`src/sv/u8cq_pkg.sv`:
```
// ----------------------------------------------------------------------------
// u8cq_pkg
// Shared types and constants of the UTF-8 code point queue: operation codes,
// lead byte patterns and the beat passed from the decoder to the queue.
// ----------------------------------------------------------------------------
`default_nettype none

package u8cq_pkg;

  // code point width
  localparam int unsigned CP_W = 21;

  // operation codes of an input beat
  typedef enum logic [1:0] {
    OP_PUSH    = 2'd0,
    OP_CONSUME = 2'd1,
    OP_CLEAR   = 2'd2,
    OP_NONE    = 2'd3
  } op_e;

  // lead byte patterns and payload masks
  localparam logic [7:0] LEAD1_MASK = 8'h80;
  localparam logic [7:0] LEAD1_PAT  = 8'h00;
  localparam logic [7:0] LEAD2_MASK = 8'hE0;
  localparam logic [7:0] LEAD2_PAT  = 8'hC0;
  localparam logic [7:0] LEAD2_DATA = 8'h1F;
  localparam logic [7:0] LEAD3_MASK = 8'hF0;
  localparam logic [7:0] LEAD3_PAT  = 8'hE0;
  localparam logic [7:0] LEAD3_DATA = 8'h0F;
  localparam logic [7:0] LEAD4_MASK = 8'hF8;
  localparam logic [7:0] LEAD4_PAT  = 8'hF0;
  localparam logic [7:0] LEAD4_DATA = 8'h07;
  localparam logic [7:0] CONT_DATA  = 8'h3F;
  localparam logic [7:0] NUL_BYTE   = 8'h00;

  // replacement character for a bad lead byte
  localparam logic [CP_W-1:0] REPL_CP = 21'h00FFFD;

  // decoder to queue: finished code point and its fate
  typedef struct packed {
    logic            wr_en;
    logic [CP_W-1:0] wr_data;
    logic            dropped;
  } cp_wr_t;

endpackage

`default_nettype wire

```
`src/sv/u8cq_decode.sv`:
```
// ----------------------------------------------------------------------------
// u8cq_decode
// Byte-serial UTF-8 decoder. Gathers a sequence, decides whether a finished
// code point is queued or dropped, and tracks the per-string drop mode.
// ----------------------------------------------------------------------------
`default_nettype none

module u8cq_decode (
  input  wire logic                   clk_i,
  input  wire logic                   rst_ni,
  input  wire logic                   en_i,
  input  wire logic [7:0]             byte_i,
  input  wire logic                   end_i,
  input  wire logic                   full_i,
  output u8cq_pkg::cp_wr_t            wr_o
);

  logic [u8cq_pkg::CP_W-1:0] pv_q, pv_d;
  logic [1:0]                bl_q, bl_d;
  logic                      drop_q, drop_d;
  logic                      fin;
  logic [u8cq_pkg::CP_W-1:0] fin_cp;
  logic                      end_s;
  logic [5:0]                cont;

  assign cont = byte_i[5:0] & u8cq_pkg::CONT_DATA[5:0];

  // sequence decode and drop decision
  always_comb begin
    pv_d         = pv_q;
    bl_d         = bl_q;
    drop_d       = drop_q;
    fin          = 1'b0;
    fin_cp       = '0;
    end_s        = end_i;
    wr_o.wr_en   = 1'b0;
    wr_o.dropped = 1'b0;

    if (bl_q != 2'd0) begin
      pv_d = {pv_q[u8cq_pkg::CP_W-7:0], cont};
      bl_d = bl_q - 2'd1;
      if (bl_q == 2'd1) begin
        fin    = 1'b1;
        fin_cp = pv_d;
        pv_d   = '0;
      end
    end else if (byte_i == u8cq_pkg::NUL_BYTE) begin
      end_s = 1'b1;
    end else if ((byte_i & u8cq_pkg::LEAD1_MASK) == u8cq_pkg::LEAD1_PAT) begin
      fin    = 1'b1;
      fin_cp = {13'd0, byte_i};
    end else if ((byte_i & u8cq_pkg::LEAD2_MASK) == u8cq_pkg::LEAD2_PAT) begin
      pv_d = {13'd0, byte_i & u8cq_pkg::LEAD2_DATA};
      bl_d = 2'd1;
    end else if ((byte_i & u8cq_pkg::LEAD3_MASK) == u8cq_pkg::LEAD3_PAT) begin
      pv_d = {13'd0, byte_i & u8cq_pkg::LEAD3_DATA};
      bl_d = 2'd2;
    end else if ((byte_i & u8cq_pkg::LEAD4_MASK) == u8cq_pkg::LEAD4_PAT) begin
      pv_d = {13'd0, byte_i & u8cq_pkg::LEAD4_DATA};
      bl_d = 2'd3;
    end else begin
      fin    = 1'b1;
      fin_cp = u8cq_pkg::REPL_CP;
    end

    // a decoded zero is neither queued nor counted as dropped
    if (fin && (fin_cp != '0)) begin
      if (drop_q) begin
        wr_o.dropped = en_i;
      end else if (full_i) begin
        drop_d       = 1'b1;
        wr_o.dropped = en_i;
      end else begin
        wr_o.wr_en = en_i;
      end
    end

    // string end throws away a partial sequence and leaves drop mode
    if (end_s) begin
      pv_d   = '0;
      bl_d   = 2'd0;
      drop_d = 1'b0;
    end

    wr_o.wr_data = fin_cp;
  end

  // decoder state
  always_ff @(posedge clk_i or negedge rst_ni) begin
    if (!rst_ni) begin
      pv_q   <= '0;
      bl_q   <= 2'd0;
      drop_q <= 1'b0;
    end else if (en_i) begin
      pv_q   <= pv_d;
      bl_q   <= bl_d;
      drop_q <= drop_d;
    end
  end

endmodule

`default_nettype wire

```
`src/sv/u8cq_ram.sv`:
```
// ----------------------------------------------------------------------------
// u8cq_ram
// Code point store: one write port, one read port with registered data and
// a write-to-read bypass so the read data always shows the new head.
// ----------------------------------------------------------------------------
`default_nettype none

module u8cq_ram #(
  parameter int unsigned DEPTH = 64,
  parameter int unsigned AW    = 6
) (
  input  wire logic                            clk_i,
  input  wire logic                            rd_en_i,
  input  wire logic [AW-1:0]                   rd_addr_i,
  input  wire logic                            wr_en_i,
  input  wire logic [AW-1:0]                   wr_addr_i,
  input  wire logic [u8cq_pkg::CP_W-1:0]       wr_data_i,
  output logic      [u8cq_pkg::CP_W-1:0]       rd_data_o
);

  logic [u8cq_pkg::CP_W-1:0] mem [DEPTH];
  logic [u8cq_pkg::CP_W-1:0] rd_data_q;

  // write port
  always_ff @(posedge clk_i) begin
    if (wr_en_i) begin
      mem[wr_addr_i] <= wr_data_i;
    end
  end

  // read port, bypassing a write to the same slot
  always_ff @(posedge clk_i) begin
    if (rd_en_i) begin
      if (wr_en_i && (wr_addr_i == rd_addr_i)) begin
        rd_data_q <= wr_data_i;
      end else begin
        rd_data_q <= mem[rd_addr_i];
      end
    end
  end

  assign rd_data_o = rd_data_q;

endmodule

`default_nettype wire

```
`src/sv/utf8_codepoint_queue.sv`:
```
// ----------------------------------------------------------------------------
// utf8_codepoint_queue
// UTF-8 byte decoder feeding a ring queue of code points, with pop and clear.
// ----------------------------------------------------------------------------
// Usage
//   Input channel: in_valid_i / in_stall_o carry one beat of op_i, data_byte_i
//   and string_end_i. Op push feeds one UTF-8 byte to the decoder, consume
//   pops the head code point, clear empties the queue.
//   Output channel: out_valid_o / out_stall_i carry exactly one result beat
//   for every input beat: the popped code point, the head after the step,
//   not-empty flag, fill level and the dropped flag.
//   Timing: an input beat lands in the input register; its result is taken
//   into the result register when the stage advances. Throughput is one
//   beat per cycle while out_stall_i stays low; the decode and queue update
//   sit in one stage between the input and result registers, with the queue
//   store read through one registered port at the next head slot.
//   Stall: while the result is held by out_stall_i the input register holds
//   too and in_stall_o rises once it is occupied; nothing is lost.
//   Reset: the queue is empty, no sequence is in progress, drop mode is off
//   and both channels are idle. The store itself is not cleared.
// ----------------------------------------------------------------------------
`default_nettype none

module utf8_codepoint_queue #(
  parameter int unsigned QUEUE_DEPTH = 64
) (
  input  wire logic                      clk_i,
  input  wire logic                      rst_ni,
  input  wire logic                      in_valid_i,
  output logic                           in_stall_o,
  input  wire logic [1:0]                op_i,
  input  wire logic [7:0]                data_byte_i,
  input  wire logic                      string_end_i,
  output logic                           out_valid_o,
  input  wire logic                      out_stall_i,
  output logic [20:0]                    popped_codepoint_o,
  output logic [20:0]                    head_codepoint_o,
  output logic                           not_empty_o,
  output logic [6:0]                     fill_level_o,
  output logic                           dropped_o
);

  localparam int unsigned IW = $clog2(QUEUE_DEPTH);
  localparam int unsigned CW = $clog2(QUEUE_DEPTH + 1);

  // input register
  logic                  in_valid_q;
  u8cq_pkg::op_e         op_q;
  logic [7:0]            byte_q;
  logic                  end_q;

  // queue state
  logic [IW-1:0]         rd_q, rd_d;
  logic [IW-1:0]         wr_q, wr_d;
  logic [CW-1:0]         cnt_q, cnt_d;

  // result register
  logic                  out_valid_q;
  logic [u8cq_pkg::CP_W-1:0] popped_q, popped_d;
  logic                  dropped_q;

  logic                  advance;
  logic                  full;
  u8cq_pkg::cp_wr_t      cp_wr;
  logic [u8cq_pkg::CP_W-1:0] head_data;
  logic [CW+6:0]         fill_ext;

  function automatic logic [IW-1:0] idx_inc(input logic [IW-1:0] idx);
    logic [IW-1:0] nxt;
    nxt = (idx == IW'(QUEUE_DEPTH - 1)) ? '0 : idx + 1'b1;
    return nxt;
  endfunction

  // handshake: the stage moves when the result slot is free or being taken
  assign advance    = in_valid_q && (!out_valid_q || !out_stall_i);
  assign in_stall_o = in_valid_q && !advance;
  assign full       = (cnt_q == CW'(QUEUE_DEPTH));

  // input register
  always_ff @(posedge clk_i or negedge rst_ni) begin
    if (!rst_ni) begin
      in_valid_q <= 1'b0;
    end else if (!in_stall_o) begin
      in_valid_q <= in_valid_i;
    end
  end

  always_ff @(posedge clk_i) begin
    if (in_valid_i && !in_stall_o) begin
      op_q   <= u8cq_pkg::op_e'(op_i);
      byte_q <= data_byte_i;
      end_q  <= string_end_i;
    end
  end

  // byte decoder
  u8cq_decode u_decode (
    .clk_i  (clk_i),
    .rst_ni (rst_ni),
    .en_i   (advance && (op_q == u8cq_pkg::OP_PUSH)),
    .byte_i (byte_q),
    .end_i  (end_q),
    .full_i (full),
    .wr_o   (cp_wr)
  );

  // queue pointer and count update
  always_comb begin
    rd_d     = rd_q;
    wr_d     = wr_q;
    cnt_d    = cnt_q;
    popped_d = '0;
    case (op_q)
      u8cq_pkg::OP_PUSH: begin
        if (cp_wr.wr_en) begin
          wr_d  = idx_inc(wr_q);
          cnt_d = cnt_q + 1'b1;
        end
      end
      u8cq_pkg::OP_CONSUME: begin
        if (cnt_q != '0) begin
          popped_d = head_data;
          rd_d     = idx_inc(rd_q);
          cnt_d    = cnt_q - 1'b1;
        end
      end
      u8cq_pkg::OP_CLEAR: begin
        rd_d  = '0;
        wr_d  = '0;
        cnt_d = '0;
      end
      default: begin
      end
    endcase
  end

  always_ff @(posedge clk_i or negedge rst_ni) begin
    if (!rst_ni) begin
      rd_q  <= '0;
      wr_q  <= '0;
      cnt_q <= '0;
    end else if (advance) begin
      rd_q  <= rd_d;
      wr_q  <= wr_d;
      cnt_q <= cnt_d;
    end
  end

  // code point store, read data follows the head after each step
  u8cq_ram #(
    .DEPTH (QUEUE_DEPTH),
    .AW    (IW)
  ) u_ram (
    .clk_i     (clk_i),
    .rd_en_i   (advance),
    .rd_addr_i (rd_d),
    .wr_en_i   (cp_wr.wr_en),
    .wr_addr_i (wr_q),
    .wr_data_i (cp_wr.wr_data),
    .rd_data_o (head_data)
  );

  // result register
  always_ff @(posedge clk_i or negedge rst_ni) begin
    if (!rst_ni) begin
      out_valid_q <= 1'b0;
    end else if (advance) begin
      out_valid_q <= 1'b1;
    end else if (!out_stall_i) begin
      out_valid_q <= 1'b0;
    end
  end

  always_ff @(posedge clk_i) begin
    if (advance) begin
      popped_q  <= popped_d;
      dropped_q <= cp_wr.dropped;
    end
  end

  // outputs: count and head are the live state, held while the result waits
  assign fill_ext           = {7'd0, cnt_q};
  assign out_valid_o        = out_valid_q;
  assign popped_codepoint_o = popped_q;
  assign not_empty_o        = (cnt_q != '0);
  assign head_codepoint_o   = not_empty_o ? head_data : '0;
  assign fill_level_o       = fill_ext[6:0];
  assign dropped_o          = dropped_q;

endmodule

`default_nettype wire

```
`config.mk`:
```
export PLATFORM = sky130hd
export DESIGN_NAME = utf8_codepoint_queue
export DESIGN_NICKNAME = d
export VERILOG_FILES = /design/src/sv/u8cq_pkg.sv /design/src/sv/u8cq_decode.sv /design/src/sv/u8cq_ram.sv /design/src/sv/utf8_codepoint_queue.sv
export SDC_FILE = /design/constraint.sdc
export NUM_CORES = 2
export LEC_CHECK = 0
export ABC_AREA = 1
export BUFFER_PORTS_ARGS = -buffer_cell sky130_fd_sc_hd__clkbuf_2
export CAP_MARGIN = 10
export CORE_ASPECT_RATIO = 1.25
export CORE_UTILIZATION = 30
export CTS_CLUSTER_SIZE = 20
export DETAILED_ROUTE_END_ITERATION = 7
export PLACE_DENSITY = 0.52
export SKIP_CTS_REPAIR_TIMING = 1
export SLEW_MARGIN = 20
export SYNTH_ARGS = -nofsm -noshare
export SYNTH_HDL_FRONTEND = slang
export SYNTH_HIERARCHICAL = 1
export SYNTH_SLANG_ARGS = --single-unit
```
`constraint.sdc`:
```
create_clock -name clk_i -period 12.9 [get_ports clk_i]
set_clock_uncertainty 0.05 [all_clocks]
set_input_delay 3.87 -clock clk_i [delete_from_list [all_inputs] [get_ports clk_i]]
set_output_delay 3.87 -clock clk_i [all_outputs]
set_load 0.005 [all_outputs]
```
==> results.txt <==
Outcome: finished clean
TNS Setup: 0 ns
Slew @ Worst Pin: 1.12 ns
Die area: 201,000 µm²
Via count: 38,600
Vias in the first global route: 37,100
EDFF count, synth: 1,398
Final ANT Viol Nets: 0
DIE HEIGHT: 501 µm
Clk sinks: 1,437
Proportion of synthesized area in mux cells: 0%
Max_slew headroom: 25.3%
Crit Path Max Fanout: 3
Mapped Cells: 5,142
Period Utilization, post-route: 63.7%
Worst Path Required: 8.98 ns
# IOs: 68
Syn Area/Cell: 11.6 µm²
Post-synthesis cell type count: 43
Final Hold Viols: 0
Via-to-Cell Ratio: 4.94
Min-delay worst type: register to register
Synth Area in Compound Gates: 0.573%
# port buffers: 67
Cell taking the most area after synthesis: edfxtp_1
Flop-to-flop setup slack: 6.74 ns
CP Data Arrival Time: 4.29 ns
Largest family of logic cells by synthesized area: simple AND/OR/NAND/NOR gates
All-layer global routing usage: 16.1%
Max Clock Freq: 0.122 GHz
Max-slew violations: 0
Share of cells above drive strength 1: 9.41%
Iteration-0 DRC Markers: 3,357
Hold Slack: 0.459 ns
Crit Path Category: input port to output port
Synth warnings: 6
Xor/xnor share of the synthesized area: 0.0878%
Yosys reg bits: 1,437
Fillers: 19,400
Peak VDD IR: 0.186 mV
H-Tree Depth: 4
Mapped cell area: 59,900 µm²
Pwr dens: 216 nW/µm²
Max Cap Viol: 0
Post-Synth Simple-Gate Area: 23.3%
Core area: 197,000 µm²
Dominant cells by area after synthesis: edfxtp_1 70%, nand2_1 11%, nand3_1 11%
CTS tree: done
Ys flop type: edfxtp_1
Drt pass-1 iters: 6
Drt drc: 0
Avg WL per Cell: 21.3 µm
Asr flop ratio synth: 2.71%
Critical Path End Type: output port
Num CTS Buffers: 136
Post-synth top area share: 70.1%
Unrepaired setup endpoints after global routing: no
Initial core utilization: 30.3%
WL final: 166,000 µm
Adder-cell area share of the yosys netlist: 0.188%
Row count: 182
CTS clk-pin slew, worst paths: 0.06 ns
Leak pwr: 23.9 nW
Die Wd: 402 µm
Syn nets: 5,166
Sequential area share after synthesis: 71.7%
Area Overhead vs Synth: 12.0%
Worst skew pair latency: 0.77 ns
Antenna violations before repair: 2
First-pass GRT wire length: 245,000 µm
Final setup vio count: 0
Commonest non-fill, non-tap cell in the layout: nand2_1
Post-DP HPWL: 90,200 µm
Commonest non-fill, non-tap cells in the layout: 1,733 x nand2_1, 1,398 x edfxtp_1, 1,274 x nand3_1, 145 x clkbuf_16, 99 x buf_4
CTS max path bufs: 3
Fin crit period: 8.21 ns
Net count, final: 5,159
GPL Wtd Cong: 0.948
Largest net degree at the start of global routing: 178
Clock Tree Root: clkbuf_16
GRT overflow: 0
Startpoint Class: input port
==> through the flow <==
step	setup WS [ns]	std cells	total power, mW	utilization, %	area [µm²]
floorplan	4.92	5142	8.89	-	59900
global placement	4.66	7571	10.5	31.6	62500
detailed placement	4.68	7571	10.5	31.7	62500
CTS	4.68	7812	14.5	33.9	66900
global route	4.64	7815	15.1	34.0	67100
finish	4.69	7815	14.5	34.0	67100
==> worst paths after layout <==
path / from / endpoint / cells past startpoint
setup / recovery: out_stall_i / in_stall_o / 4
hold / removal: in_valid_q / out_valid_o / 2
setup reg to reg: op_q[1] / u_ram/rd_data_o[12] / 18
hold reg to reg: in_valid_q / out_valid_o / 2
max in group asynchronous: rst_ni / u_decode/pv_q[13] / 2
min in group asynchronous: rst_ni / fill_level_o[3] / 2
==> sequential cells by signal, indices dropped and copies added (netlist names), 2 cells and up <==
name,cells
wr_q,6
popped_codepoint_o,21
byte_q,8
op_q,2
u_decode/pv_q,15
fill_level_o,7
rd_q,6
u_ram/rd_data_o,21
u_decode/bl_q,2
u_ram/mem,1344
==> area by class of cell <==
type | instances | area, µm² | area share (%)
Multi-Input combinational cell | 3288 | 14800 | 22.1
Clock inverter | 63 | 672 | 1.00
Inverter | 100 | 420 | 0.627
Clock buffer | 178 | 3750 | 5.60
Timing Repair Buffer | 172 | 1190 | 1.78
Tap cell | 2576 | 3220 | 4.81
Sequential cell | 1437 | 43000 | 64.1
Antenna cell | 1 | 2.50 | 0.00373
==> cells in the mapped netlist, types with 9 or more instances <==
cell type,count
nand2_1,1743
edfxtp_1,1398
nand3_1,1274
buf_2,164
nor2_1,116
inv_1,82
buf_6,77
dfrtp_1,39
clkbuf_1,35
buf_4,25
nor3_1,22
nand4_1,21
o21ai_1,18
inv_2,14
o21ai_0,14
buf_1,13
a21oi_1,10
nor4_1,10
ha_1,9
nand2_2,9
==> per-layer routing <==
metal | global-route usage (%) | up-vias | wire length, µm
li1 | - | 18000 | -
met1 | 21.1 | 19100 | 71000
met2 | 26.8 | 1166 | 79700
met3 | 2.10 | 270 | 8720
met4 | 6.95 | 0 | 6670
met5 | 0 | - | 0
==> cells by family after synthesis <==
logic type / after synthesis
adders and majority gates: 9
buffers and inverters: 417
and+or+nand+nor: 3217
DFF: 1437
AOI/OAI and AO/OA: 56
xor gates and xnor gates: 6
==> worst max-delay path, cell delays in order <==
cell and delay, ns:
clkbuf_2 0.09, nand2_2 0.07, nor2_1 0.13, clkbuf_2 0.14
==> power breakdown <==
| group | switching (mW) | leakage [nW] | internal (mW) |
|---|---|---|---|
| Clock | 1.73 | 2.15 | 2.31 |
| Combinational | 3.59 | 8.32 | 1.07 |
| Sequential | 0.0980 | 13.5 | 5.65 |
| Total | 5.42 | 23.9 | 9.04 |
Power figures use the tool's default switching activity.
